## config.mk

```make
export PLATFORM = sky130hd
export DESIGN_NAME = argb_to_two_bitplanes
export DESIGN_NICKNAME = d
export VERILOG_FILES = /design/src/hw/rtl/a2bp_pkg.sv /design/src/hw/rtl/a2bp_classify.sv /design/src/hw/rtl/argb_to_two_bitplanes.sv
export SDC_FILE = /design/constraint.sdc
export NUM_CORES = 1
export LEC_CHECK = 0
export ABC_CLOCK_PERIOD_IN_PS = 7200
export BUFFER_PORTS_ARGS = -buffer_cell sky130_fd_sc_hd__buf_4
export CAP_MARGIN = 5
export CORE_UTILIZATION = 45
export DETAILED_ROUTE_END_ITERATION = 10
export GPL_ROUTABILITY_DRIVEN = 0
export GPL_TIMING_DRIVEN = 0
export SYNTH_ARGS = -nofsm -noshare
export SYNTH_HDL_FRONTEND = slang
export SYNTH_SLANG_ARGS = --single-unit
```

## constraint.sdc

```tcl
create_clock -name i_clk -period 7.2 [get_ports i_clk]
set_clock_uncertainty 0.2 [all_clocks]
set_input_delay 1.08 -clock i_clk [delete_from_list [all_inputs] [get_ports i_clk]]
set_output_delay 1.08 -clock i_clk [all_outputs]
set_load 0.02 [all_outputs]
```

## src/hw/rtl/a2bp_pkg.sv

```systemverilog
`default_nettype none

package a2bp_pkg;

    localparam int unsigned DEF_MAX_ROW_WIDTH = 4096;

    localparam int unsigned CHAN_W     = 8;
    localparam int unsigned WORD_W     = 16;
    localparam int unsigned BITPOS_W   = 4;
    localparam int unsigned ROW_CFG_W  = 13;

    localparam logic [ROW_CFG_W-1:0] ROW_WIDTH_RESET = 13'd16;
    localparam logic [CHAN_W-1:0]    ALPHA_LIMIT     = 8'h80;
    localparam logic [9:0]           LEVEL_BIAS      = 10'd127;
    localparam logic [WORD_W-1:0]    TOP_BIT         = 16'h8000;

    typedef enum logic [1:0] {
        LVL_BLACK = 2'd0,
        LVL_LOW   = 2'd1,
        LVL_HIGH  = 2'd2,
        LVL_WHITE = 2'd3
    } t_level;

    typedef struct packed {
        logic plane_one;
        logic plane_two;
    } t_plane_bits;

endpackage

`default_nettype wire

```

## src/hw/rtl/a2bp_classify.sv

```systemverilog
`default_nettype none

module a2bp_classify
    import a2bp_pkg::*;
(
    input  wire logic [CHAN_W-1:0] i_alpha,
    input  wire logic [CHAN_W-1:0] i_red,
    input  wire logic [CHAN_W-1:0] i_green,
    input  wire logic [CHAN_W-1:0] i_blue,
    output t_plane_bits            o_bits
);

    logic [9:0] sum;
    t_level     level;

    assign sum   = 10'(i_red) + 10'(i_green) + 10'(i_blue) + LEVEL_BIAS;
    assign level = t_level'(sum[9:8]);

    always_comb begin
        o_bits = '0;
        if (i_alpha > ALPHA_LIMIT) begin
            unique case (level)
                LVL_WHITE: begin
                    o_bits.plane_one = 1'b0;
                    o_bits.plane_two = 1'b1;
                end
                LVL_LOW, LVL_HIGH: begin
                    o_bits.plane_one = 1'b1;
                    o_bits.plane_two = 1'b1;
                end
                LVL_BLACK: begin
                    o_bits.plane_one = 1'b1;
                    o_bits.plane_two = 1'b0;
                end
                default: begin
                    o_bits = '0;
                end
            endcase
        end
    end

endmodule

`default_nettype wire

```

## src/hw/rtl/argb_to_two_bitplanes.sv

```systemverilog
`default_nettype none

// channel   signals                                            direction
// pixel     i_in_valid, o_in_stall, i_alpha/red/green/blue     in
// words     o_out_valid, i_out_stall, o_plane_*_word, o_row_done out
// config    i_cfg_valid, o_cfg_ready, i_cfg_row_width          in
//
// one pixel per cycle unless stalled; a closed word is registered on its pixel's acceptance
// buffering is the output register plus one skid entry; full rate unless the output stalls
// o_in_stall rises only while the skid entry is occupied
// synchronous active-low reset; row width resets to 16, counters to zero
// o_cfg_ready is always high

module argb_to_two_bitplanes
    import a2bp_pkg::*;
#(
    parameter int unsigned MAX_ROW_WIDTH = DEF_MAX_ROW_WIDTH
) (
    input  wire logic                 i_clk,
    input  wire logic                 i_rst_n,
    input  wire logic                 i_in_valid,
    output      logic                 o_in_stall,
    input  wire logic [CHAN_W-1:0]    i_alpha,
    input  wire logic [CHAN_W-1:0]    i_red,
    input  wire logic [CHAN_W-1:0]    i_green,
    input  wire logic [CHAN_W-1:0]    i_blue,
    output      logic                 o_out_valid,
    input  wire logic                 i_out_stall,
    output      logic [WORD_W-1:0]    o_plane_one_word,
    output      logic [WORD_W-1:0]    o_plane_two_word,
    output      logic                 o_row_done,
    input  wire logic                 i_cfg_valid,
    output      logic                 o_cfg_ready,
    input  wire logic [ROW_CFG_W-1:0] i_cfg_row_width
);

    localparam int unsigned CNT_W = $clog2(MAX_ROW_WIDTH + 1);
    localparam int unsigned CMP_W = (CNT_W > ROW_CFG_W) ? CNT_W : ROW_CFG_W;
    localparam logic [CMP_W-1:0] MAX_W = CMP_W'(MAX_ROW_WIDTH);

    logic [ROW_CFG_W-1:0] r_row_width;
    logic [CNT_W-1:0]     r_col, n_col;
    logic [BITPOS_W-1:0]  r_bitpos, n_bitpos;
    logic [WORD_W-1:0]    r_acc_one, n_acc_one;
    logic [WORD_W-1:0]    r_acc_two, n_acc_two;

    logic                 r_out_valid;
    logic [WORD_W-1:0]    r_out_one, r_out_two;
    logic                 r_out_done;
    logic                 r_skid_valid;
    logic [WORD_W-1:0]    r_skid_one, r_skid_two;
    logic                 r_skid_done;

    t_plane_bits          bits;
    logic                 in_acc, out_take;
    logic [WORD_W-1:0]    mask, word_one, word_two;
    logic [CNT_W-1:0]     col_inc;
    logic [BITPOS_W-1:0]  bitpos_inc;
    logic [CMP_W-1:0]     width_ext, eff_width;
    logic                 word_full, row_end, emit;

    a2bp_classify u_classify (
        .i_alpha (i_alpha),
        .i_red   (i_red),
        .i_green (i_green),
        .i_blue  (i_blue),
        .o_bits  (bits)
    );

    assign in_acc      = i_in_valid && !o_in_stall;
    assign out_take    = r_out_valid && !i_out_stall;
    assign o_in_stall  = r_skid_valid;
    assign o_cfg_ready = 1'b1;

    // effective width: zero acts as one, saturate at the maximum
    always_comb begin
        width_ext = CMP_W'(r_row_width);
        if (width_ext == '0) begin
            eff_width = CMP_W'(1);
        end else if (width_ext > MAX_W) begin
            eff_width = MAX_W;
        end else begin
            eff_width = width_ext;
        end
    end

    assign mask       = TOP_BIT >> r_bitpos;
    assign word_one   = r_acc_one | (bits.plane_one ? mask : '0);
    assign word_two   = r_acc_two | (bits.plane_two ? mask : '0);
    assign col_inc    = r_col + CNT_W'(1);
    assign bitpos_inc = r_bitpos + BITPOS_W'(1);
    assign word_full  = (bitpos_inc == '0);
    assign row_end    = (CMP_W'(col_inc) >= eff_width);
    assign emit       = word_full || row_end;

    always_comb begin
        n_col     = r_col;
        n_bitpos  = r_bitpos;
        n_acc_one = r_acc_one;
        n_acc_two = r_acc_two;
        if (in_acc) begin
            n_col     = row_end ? '0 : col_inc;
            n_bitpos  = emit ? '0 : bitpos_inc;
            n_acc_one = emit ? '0 : word_one;
            n_acc_two = emit ? '0 : word_two;
        end
    end

    always_ff @(posedge i_clk) begin
        if (!i_rst_n) begin
            r_row_width <= ROW_WIDTH_RESET;
            r_col       <= '0;
            r_bitpos    <= '0;
            r_acc_one   <= '0;
            r_acc_two   <= '0;
        end else begin
            if (i_cfg_valid && o_cfg_ready) begin
                r_row_width <= i_cfg_row_width;
            end
            r_col     <= n_col;
            r_bitpos  <= n_bitpos;
            r_acc_one <= n_acc_one;
            r_acc_two <= n_acc_two;
        end
    end

    // output register with one skid entry
    always_ff @(posedge i_clk) begin
        if (!i_rst_n) begin
            r_out_valid  <= 1'b0;
            r_skid_valid <= 1'b0;
        end else begin
            if (out_take) begin
                if (r_skid_valid) begin
                    r_skid_valid <= 1'b0;
                    r_out_valid  <= 1'b1;
                end else begin
                    r_out_valid <= in_acc && emit;
                end
            end else if (in_acc && emit) begin
                if (r_out_valid) begin
                    r_skid_valid <= 1'b1;
                end else begin
                    r_out_valid <= 1'b1;
                end
            end
        end
    end

    always_ff @(posedge i_clk) begin
        if (out_take && r_skid_valid) begin
            r_out_one  <= r_skid_one;
            r_out_two  <= r_skid_two;
            r_out_done <= r_skid_done;
        end else if (in_acc && emit && (out_take || !r_out_valid)) begin
            r_out_one  <= word_one;
            r_out_two  <= word_two;
            r_out_done <= row_end;
        end
        if (in_acc && emit && r_out_valid && !out_take) begin
            r_skid_one  <= word_one;
            r_skid_two  <= word_two;
            r_skid_done <= row_end;
        end
    end

    assign o_out_valid      = r_out_valid;
    assign o_plane_one_word = r_out_one;
    assign o_plane_two_word = r_out_two;
    assign o_row_done       = r_out_done;

    a_skid_needs_out: assert property (@(posedge i_clk) disable iff (!i_rst_n)
        r_skid_valid |-> r_out_valid)
        else $error("skid entry held without an output word");

    a_skid_moves_up: assert property (@(posedge i_clk) disable iff (!i_rst_n)
        (r_skid_valid && !i_out_stall) |=> (r_out_valid && !r_skid_valid))
        else $error("skid entry not moved to output");

    a_row_start_aligned: assert property (@(posedge i_clk) disable iff (!i_rst_n)
        (r_col == '0) |-> (r_bitpos == '0 && r_acc_one == '0 && r_acc_two == '0))
        else $error("row start with partial word pending");

    a_emit_fills: assert property (@(posedge i_clk) disable iff (!i_rst_n)
        (in_acc && emit) |=> r_out_valid)
        else $error("emitted word lost");

endmodule

`default_nettype wire

```

== Yosys cells after proc, flatten, opt, wreduce, memory -nomap -nowiden ==
Index checks and enable logic that the tools add are counted.

* Multipliers: 0
* Divide/modulo/power cells: 0
* Eq/ne operators: 3
* Shifts and indexed selects: 1
* $lt $le $gt $ge: 3
* Reduce and logical (&&, ||, !) cells: 21
* Bitwise logic cells: 3
* Muxes and demuxes: 19
* Add/subtract/negate cells: 5

{| class="wikitable"
|+ Operators by type and width
! kind !! number
|-
| 16-bit two-way mux || 8
|-
| 13-bit two-way mux || 3
|-
| 16-bit bitwise OR || 2
|-
| 16-bit by 4-bit >> shifter with 16-bit output (first input constant) || 1
|-
| 13-bit by 1-bit adder with 13-bit output (second input constant) || 1
|-
| 13-bit >= comparator || 1
|-
| 13-bit greater-than comparator (second input constant) || 1
|-
| 13-bit logical NOT || 1
|-
| 10-bit by 7-bit adder with 10-bit output (second input constant) || 1
|-
| 10-bit by 8-bit adder with 10-bit output || 1
|-
| 8-bit by 8-bit adder with 9-bit output || 1
|-
| 8-bit greater-than comparator (second input constant) || 1
|-
| 1-bit logical AND || 7
|-
| 2-bit one-hot mux with 3 select lines || 1
|-
| 1-bit two-way mux || 5
|-
| 4-bit by 1-bit adder with 4-bit output (second input constant) || 1
|-
| 2-bit == test (second input constant) || 2
|-
| 1-bit logical NOT || 4
|-
| 4-bit logical NOT || 1
|-
| 4-bit two-way mux || 1
|-
| 2-bit nonzero test || 2
|-
| 2-bit OR reduction || 2
|-
| 2-bit by 1-bit == test with 1-bit output (second input constant) || 1
|-
| 2-bit logical NOT || 1
|-
| 4 further kinds || 5
|}

* Output and inout port bits: 36
* Memories kept: 0
* Input bits: 50
* Bits in registers: 130
* Bits in writable memories: 0
* Logic and storage cells: 68
* ROM bits: 0
* Latch bits: 0

== Longest topological paths before layout ==
* Word-level depth: 11
* Depth in mapped cells: 17
* Mapped depth without buffers: 16

== Cells and area by module ==
From an unflattened synthesis, not the netlist that was laid out.

* Cell total of the unflattened synthesis: 617
* Area total of the unflattened synthesis: 6,160.9 um2

{| class="wikitable"
|+ By module, submodules not included
! module !! cells an instance !! area each (um2) !! instances !! seq. area each (um2)
|-
| argb_to_two_bitplanes || 543 || 5,556.6 || 1 || 3,263.1
|-
| a2bp_classify || 74 || 604.3 || 1 || 0.0
|}

== Worst setup path after synthesis ==
No wires, ideal clock.

* Path type: reg2reg
* From: register r_col[0]
* To: register r_out_one[0], in the netlist o_plane_one_word[0], enable pin
* Slack: 1,517 ps
* Buffers on the path: 1
* Arrival: 5,009 ps
* Library setup time: 474 ps
* Stages on the path, launching flop included: 16
* Clock period less this slack: 5,683 ps
* Required time: 6,526 ps
* Path through: dfxtp_1 > ha_1 > and3_1 > and3_1 > and3_1 > nand3_1 > xnor2_1 > ha_1 > nand2_1 > nor2_1 > nand4_1 > o21a_1 > buf_2 > inv_2 > o21ai_0 > a21boi_0

* Longest elaborated chain between the ends: 6

{| class="wikitable"
|+ RTL lines
! item !! RTL line !! RTL
|-
| from (decl) || argb_to_two_bitplanes.sv:42 || <nowiki>logic [CNT_W-1:0] r_col, n_col;</nowiki>
|-
| from (signal assigned) || argb_to_two_bitplanes.sv:120 || <nowiki>r_col <= n_col;</nowiki>
|-
| 13-bit by 1-bit adder with 13-bit output || argb_to_two_bitplanes.sv:90 || <nowiki>assign col_inc = r_col + CNT_W'(1);</nowiki>
|-
| 13-bit >= comparator || argb_to_two_bitplanes.sv:93 || <nowiki>assign row_end = (CMP_W'(col_inc) >= eff_width);</nowiki>
|-
| named net row_end || argb_to_two_bitplanes.sv:60 || <nowiki>logic word_full, row_end, emit;</nowiki>
|-
| 1-bit logical OR || argb_to_two_bitplanes.sv:94 || <nowiki>assign emit = word_full || row_end;</nowiki>
|-
| 1-bit logical AND (2 in series) || argb_to_two_bitplanes.sv:155 || <nowiki>end else if (in_acc && emit && (out_take || !r_out_valid)) begin</nowiki>
|-
| 2-bit nonzero test (no source line) || - ||
|-
| to (signal assigned) || argb_to_two_bitplanes.sv:152 || <nowiki>r_out_one <= r_skid_one;</nowiki>
|-
| to (signal assigned) || argb_to_two_bitplanes.sv:156 || <nowiki>r_out_one <= word_one;</nowiki>
|-
| to (decl) || argb_to_two_bitplanes.sv:48 || <nowiki>logic [WORD_W-1:0] r_out_one, r_out_two;</nowiki>
|}

The timed path passes the listed nets, and every way through them passes these cells.
A chain may end at the register's enable or synchronous reset.

== Worst setup path in the final report ==
* From: input i_red[0]
* To: register r_out_one[14], in the netlist o_plane_one_word[14], data pin

* Longest elaborated chain between the ends: 11
* Elaborated cells between the ends (all ways): 14
* Classes of those cells: add/sub: 3; eq/ne: 3; mux: 5; bitwise: 1; reduce/logical: 2

{| class="wikitable"
|+ RTL lines
! item !! RTL line !! RTL
|-
| from (decl) || argb_to_two_bitplanes.sv:24 || <nowiki>input wire logic [CHAN_W-1:0] i_red,</nowiki>
|-
| 8-bit by 8-bit adder with 9-bit output * || a2bp_classify.sv:16 || <nowiki>assign sum = 10'(i_red) + 10'(i_green) + 10'(i_blue) + LEVEL_BIAS;</nowiki>
|-
| 10-bit by 8-bit adder with 10-bit output * || a2bp_classify.sv:16 ||
|-
| 10-bit by 7-bit adder with 10-bit output * || a2bp_classify.sv:16 ||
|-
| 2-bit by 1-bit == test with 1-bit output / 2-bit == test (equally long branches) || a2bp_classify.sv:22 || <nowiki>unique case (level)</nowiki>
|-
| 2-bit OR reduction || a2bp_classify.sv:22 ||
|-
| 2-bit one-hot mux with 3 select lines * || a2bp_classify.sv:22 ||
|-
| 2-bit two-way mux * || a2bp_classify.sv:21 || <nowiki>if (i_alpha > ALPHA_LIMIT) begin</nowiki>
|-
| 16-bit two-way mux * || argb_to_two_bitplanes.sv:88 || <nowiki>assign word_one = r_acc_one | (bits.plane_one ? mask : '0);</nowiki>
|-
| 16-bit bitwise OR * || argb_to_two_bitplanes.sv:88 ||
|-
| 16-bit two-way mux * || argb_to_two_bitplanes.sv:155 ||
|-
| 16-bit two-way mux * || argb_to_two_bitplanes.sv:151 || <nowiki>if (out_take && r_skid_valid) begin</nowiki>
|}

Mark *: on every way between the ends. The rest lies on a longest branch, timed or not. The select of a mux whose other input is x is not followed.

==> results.md <==
- Startpoint type of the worst setup path: input pin
- Syn. warnings: 0
- Static Leakage: 3.45 nW
- Residual DRC: 0
- Top post-synthesis cells by area: edfxtp_1 (30%), dfxtp_1 (20%), ha_1 (8.0%)
- Area growth syn-to-layout: 22.3%
- Post-synthesis cell area: 6560 um^2
- FMAX: 0.197 GHz
- PwrDens: 235 nW/um^2
- Post-synth top area share: 30.2%
- Register area share after synthesis: 49.7%
- Worst rel slew slack: 48.3%
- Placeable core region: 14000 um^2
- Final Hold Fails: 0
- Tot Pwr: 0.00189 W
- Global route total overflow: 0
- CP endpoint kind: register
- Period utilization: 70.3%
- Share of layout cells above drive strength 1: 21.9%
- Post-Place Setup Slack: 1.73 ns
- Crit path time final: 5.06 ns
- Worst R2R Start: r_col[0]
- N_diodes: 0
- RSZ-0062 raised after global routing: false
- Largest net degree at the start of global routing: 25
- Vias in the first global route: 4984
- # clock sinks: 130
- Clk buf depth: 2
- Worst setup path end: o_plane_one_word[14]
- Port bufs: 83
- Synth area leader: edfxtp_1
- Mapped Nets: 729
- Top FF cell, synth: edfxtp_1
- EDFF count, synth: 66
- Number of I/O pins: 86
- WP data required: 7.27 ns
- Die height: 123 um
- Final setup fails: 0
- Rows: 43
- CTS resizes: 0
- Die Area: 15100 um^2
- Dpl cells: 901
- CTS root buf: clkbuf_16
- DR iter-0 viols: 258
- Number of synthesized register bits: 130
- TritonCTS clock tree: done
- Critical path type: in2reg
- Placed Area: 7480 um^2
- DP HPWL: 10900 um
- Vias per cell: 5.42
- Final Cell Area: 8030 um^2
- GRT Total Usage: 21.3%
- Initial antenna violation count: 0
- R2R setup slack: 2.77 ns
- H-tree depth: 4
- Via count: 5055
- Total routed wirelength: 14900 um
- Clock-pin slew on the worst setup and hold paths: 0.05 ns
- Clk Latency, worst-skew pair: 0.42 ns
- Worst reg-to-reg path cell count: 15
- TritonCTS Buffers: 17
- Global-route wire length before repair: 24400 um
- Layout Nets: 833
- RR Endpoint: o_plane_one_word[1]
- Max-cap violation count: 0
- Hold-fix buffers, CTS: 0
- Asr flop ratio synth: 0%
- Setup fix buffers added after clock tree synthesis: 0
- Synth Area per Inst: 10.3 um^2
- Final WS setup: 2.14 ns
- Peak supply drop: 153 uV
- Crit Path Max Fanout: 10
- Status: completed
- Netlist cell types: 66
- DRT Pass-1 Iters: 5
- Hold Path Class: reg2reg
- Worst EP arrival: 5.13 ns
- Final Max Tran Viols: 0
- Die width: 123 um
- Final ANT Viol Nets: 0
- Starting Density: 46.7%
- Drt wl/cell: 16.0 um
- Slew @ Worst Pin: 0.773 ns
- Final Non-Filler Cells: 932
- CP startpoint: i_red[0]
- Syn Inst Count: 636
-- cells by family after synthesis --
family / count (synthesis) / synth area share, %
AO/OA/AOI/OAI: 144 / 15.0
flip-flops: 130 / 49.7
AND/OR/NAND/NOR: 197 / 14.5
adder cells (fa/ha/maj): 43 / 8.31
buffers and inverters: 67 / 4.12
other: 1 / 0.0571
multiplexers: 35 / 5.80
XOR/XNOR: 19 / 2.54
-- power by group --
part	total [W]	switching (W)	internal (W)	leakage, nW
registers	0.000802	0.00000990	0.000792	1.12
clock network	0.000805	0.000305	0.000499	0.259
logic	0.000283	0.000173	0.000110	2.06
total	0.00189	0.000488	0.00140	3.45
-- worst max-delay path, cell delays in order --
cell      delay, ns
buf_4          0.11
ha_1           0.21
fa_1           0.41
a21o_1         0.19
a21oi_1        0.21
o21bai_1       0.09
a21oi_1        0.22
xor2_1         0.10
ha_1           0.28
inv_1          0.04
ha_1           0.29
a21o_1         0.19
a21o_1         0.21
a311o_1        0.36
nor3_2         0.54
buf_2          0.35
nand2_1        0.10
a21oi_1        0.14
-- registers in the layout (all words and copies together), names as in the netlist, 4 cells and up --
signal	flops
r_skid_two	16
r_acc_one	16
o_plane_two_word	16
r_bitpos	4
r_skid_one	16
r_acc_two	16
r_col	13
o_plane_one_word	16
r_row_width	13
-- worst min-delay path by stage --
stage	startpoint	endpoint	slack, ns	cells past startpoint
2_1_floorplan	r_acc_one[10]	r_acc_one[10]	0.24	2
3_3_place_gp	r_acc_two[4]	r_acc_two[4]	0.25	2
3_5_place_dp	r_acc_two[15]	r_acc_two[15]	0.26	2
4_1_cts	r_acc_two[15]	r_acc_two[15]	0.27	2
5_1_grt	r_acc_one[9]	r_acc_one[9]	0.29	2
6_report	r_acc_one[1]	r_acc_one[1]	0.27	2
-- area by class of cell --
type | instances | area (um^2)
well taps | 180 | 225
fillers | 1244 | 6020
clock inverters | 13 | 120
plain buffers | 33 | 143
multi-input cells | 439 | 3050
flip-flops and latches | 130 | 3260
repair buffers | 85 | 671
clock buffers | 18 | 429
inverters | 34 | 128
-- metal layers --
layer / GRT usage, % / part of all wire (%)
met1: 25.9 / 44
met2: 37.1 / 50
met3: 4.83 / 4.3
met4: 6.94 / 1.5
met5: 0 / 0
-- cell usage after synthesis, drive strengths merged (3+ instances only) --
cell,number
a2111oi,3
a211oi,6
o21a,3
nand2,52
and3,9
nand2b,6
nor2,68
nor3,5
nand3,17
nor4,4
mux2i,14
xnor2,11
or2,4
nor2b,8
a31o,9
a31oi,16
and2,5
edfxtp,66
nand3b,3
o21ai,14
ha,42
a21o,18
mux2,21
or4,5
xor2,8
a21oi,48
nand4,5
clkbuf,25
dfxtp,64
o22a,3
buf,8
inv,33
o211ai,11
-- cells in the final DEF, fill, tap and decap left out, types with 4 or more instances in the layout --
cell | netlist | routed
nand2b_1 | 6 | 6
or2_2 | 4 | 4
o211ai_1 | 11 | 11
mux2_2 | 20 | 20
mux2i_1 | 14 | 14
nor4_1 | 4 | 4
nand3_1 | 16 | 16
clkbuf_1 | 24 | 25
clkbuf_16 | 0 | 17
buf_4 | 1 | 84
buf_2 | 5 | 5
clkinv_1 | 1 | 6
a21o_1 | 18 | 18
xor2_1 | 8 | 8
a21oi_1 | 46 | 46
a211oi_1 | 6 | 6
nor3_1 | 4 | 4
and3_1 | 9 | 9
inv_1 | 32 | 32
nand2_1 | 52 | 52
dfxtp_1 | 64 | 64
a31oi_1 | 15 | 15
xnor2_1 | 11 | 11
nand4_1 | 5 | 5
nor2b_1 | 8 | 8
ha_1 | 42 | 42
and2_1 | 4 | 4
or4_1 | 4 | 4
nor2_1 | 68 | 67
edfxtp_1 | 66 | 66
o21ai_0 | 13 | 13
a31o_2 | 9 | 9
-- stage by stage --
| step | setup TNS (ns) | hold WS, ns | utilization, % |
|---|---|---|---|
| 6_report | 0 | 0.268 | 57.2 |
| 5_1_grt | 0 | 0.292 | 57.2 |
| 4_1_cts | 0 | 0.271 | 57.2 |
| 3_5_place_dp | 0 | 0.257 | 53.2 |
| 3_3_place_gp | -3.13 | 0.251 | 52.8 |
| 2_1_floorplan | 0 | 0.238 | - |
No activity file was read; power rests on OpenSTA's default activity.
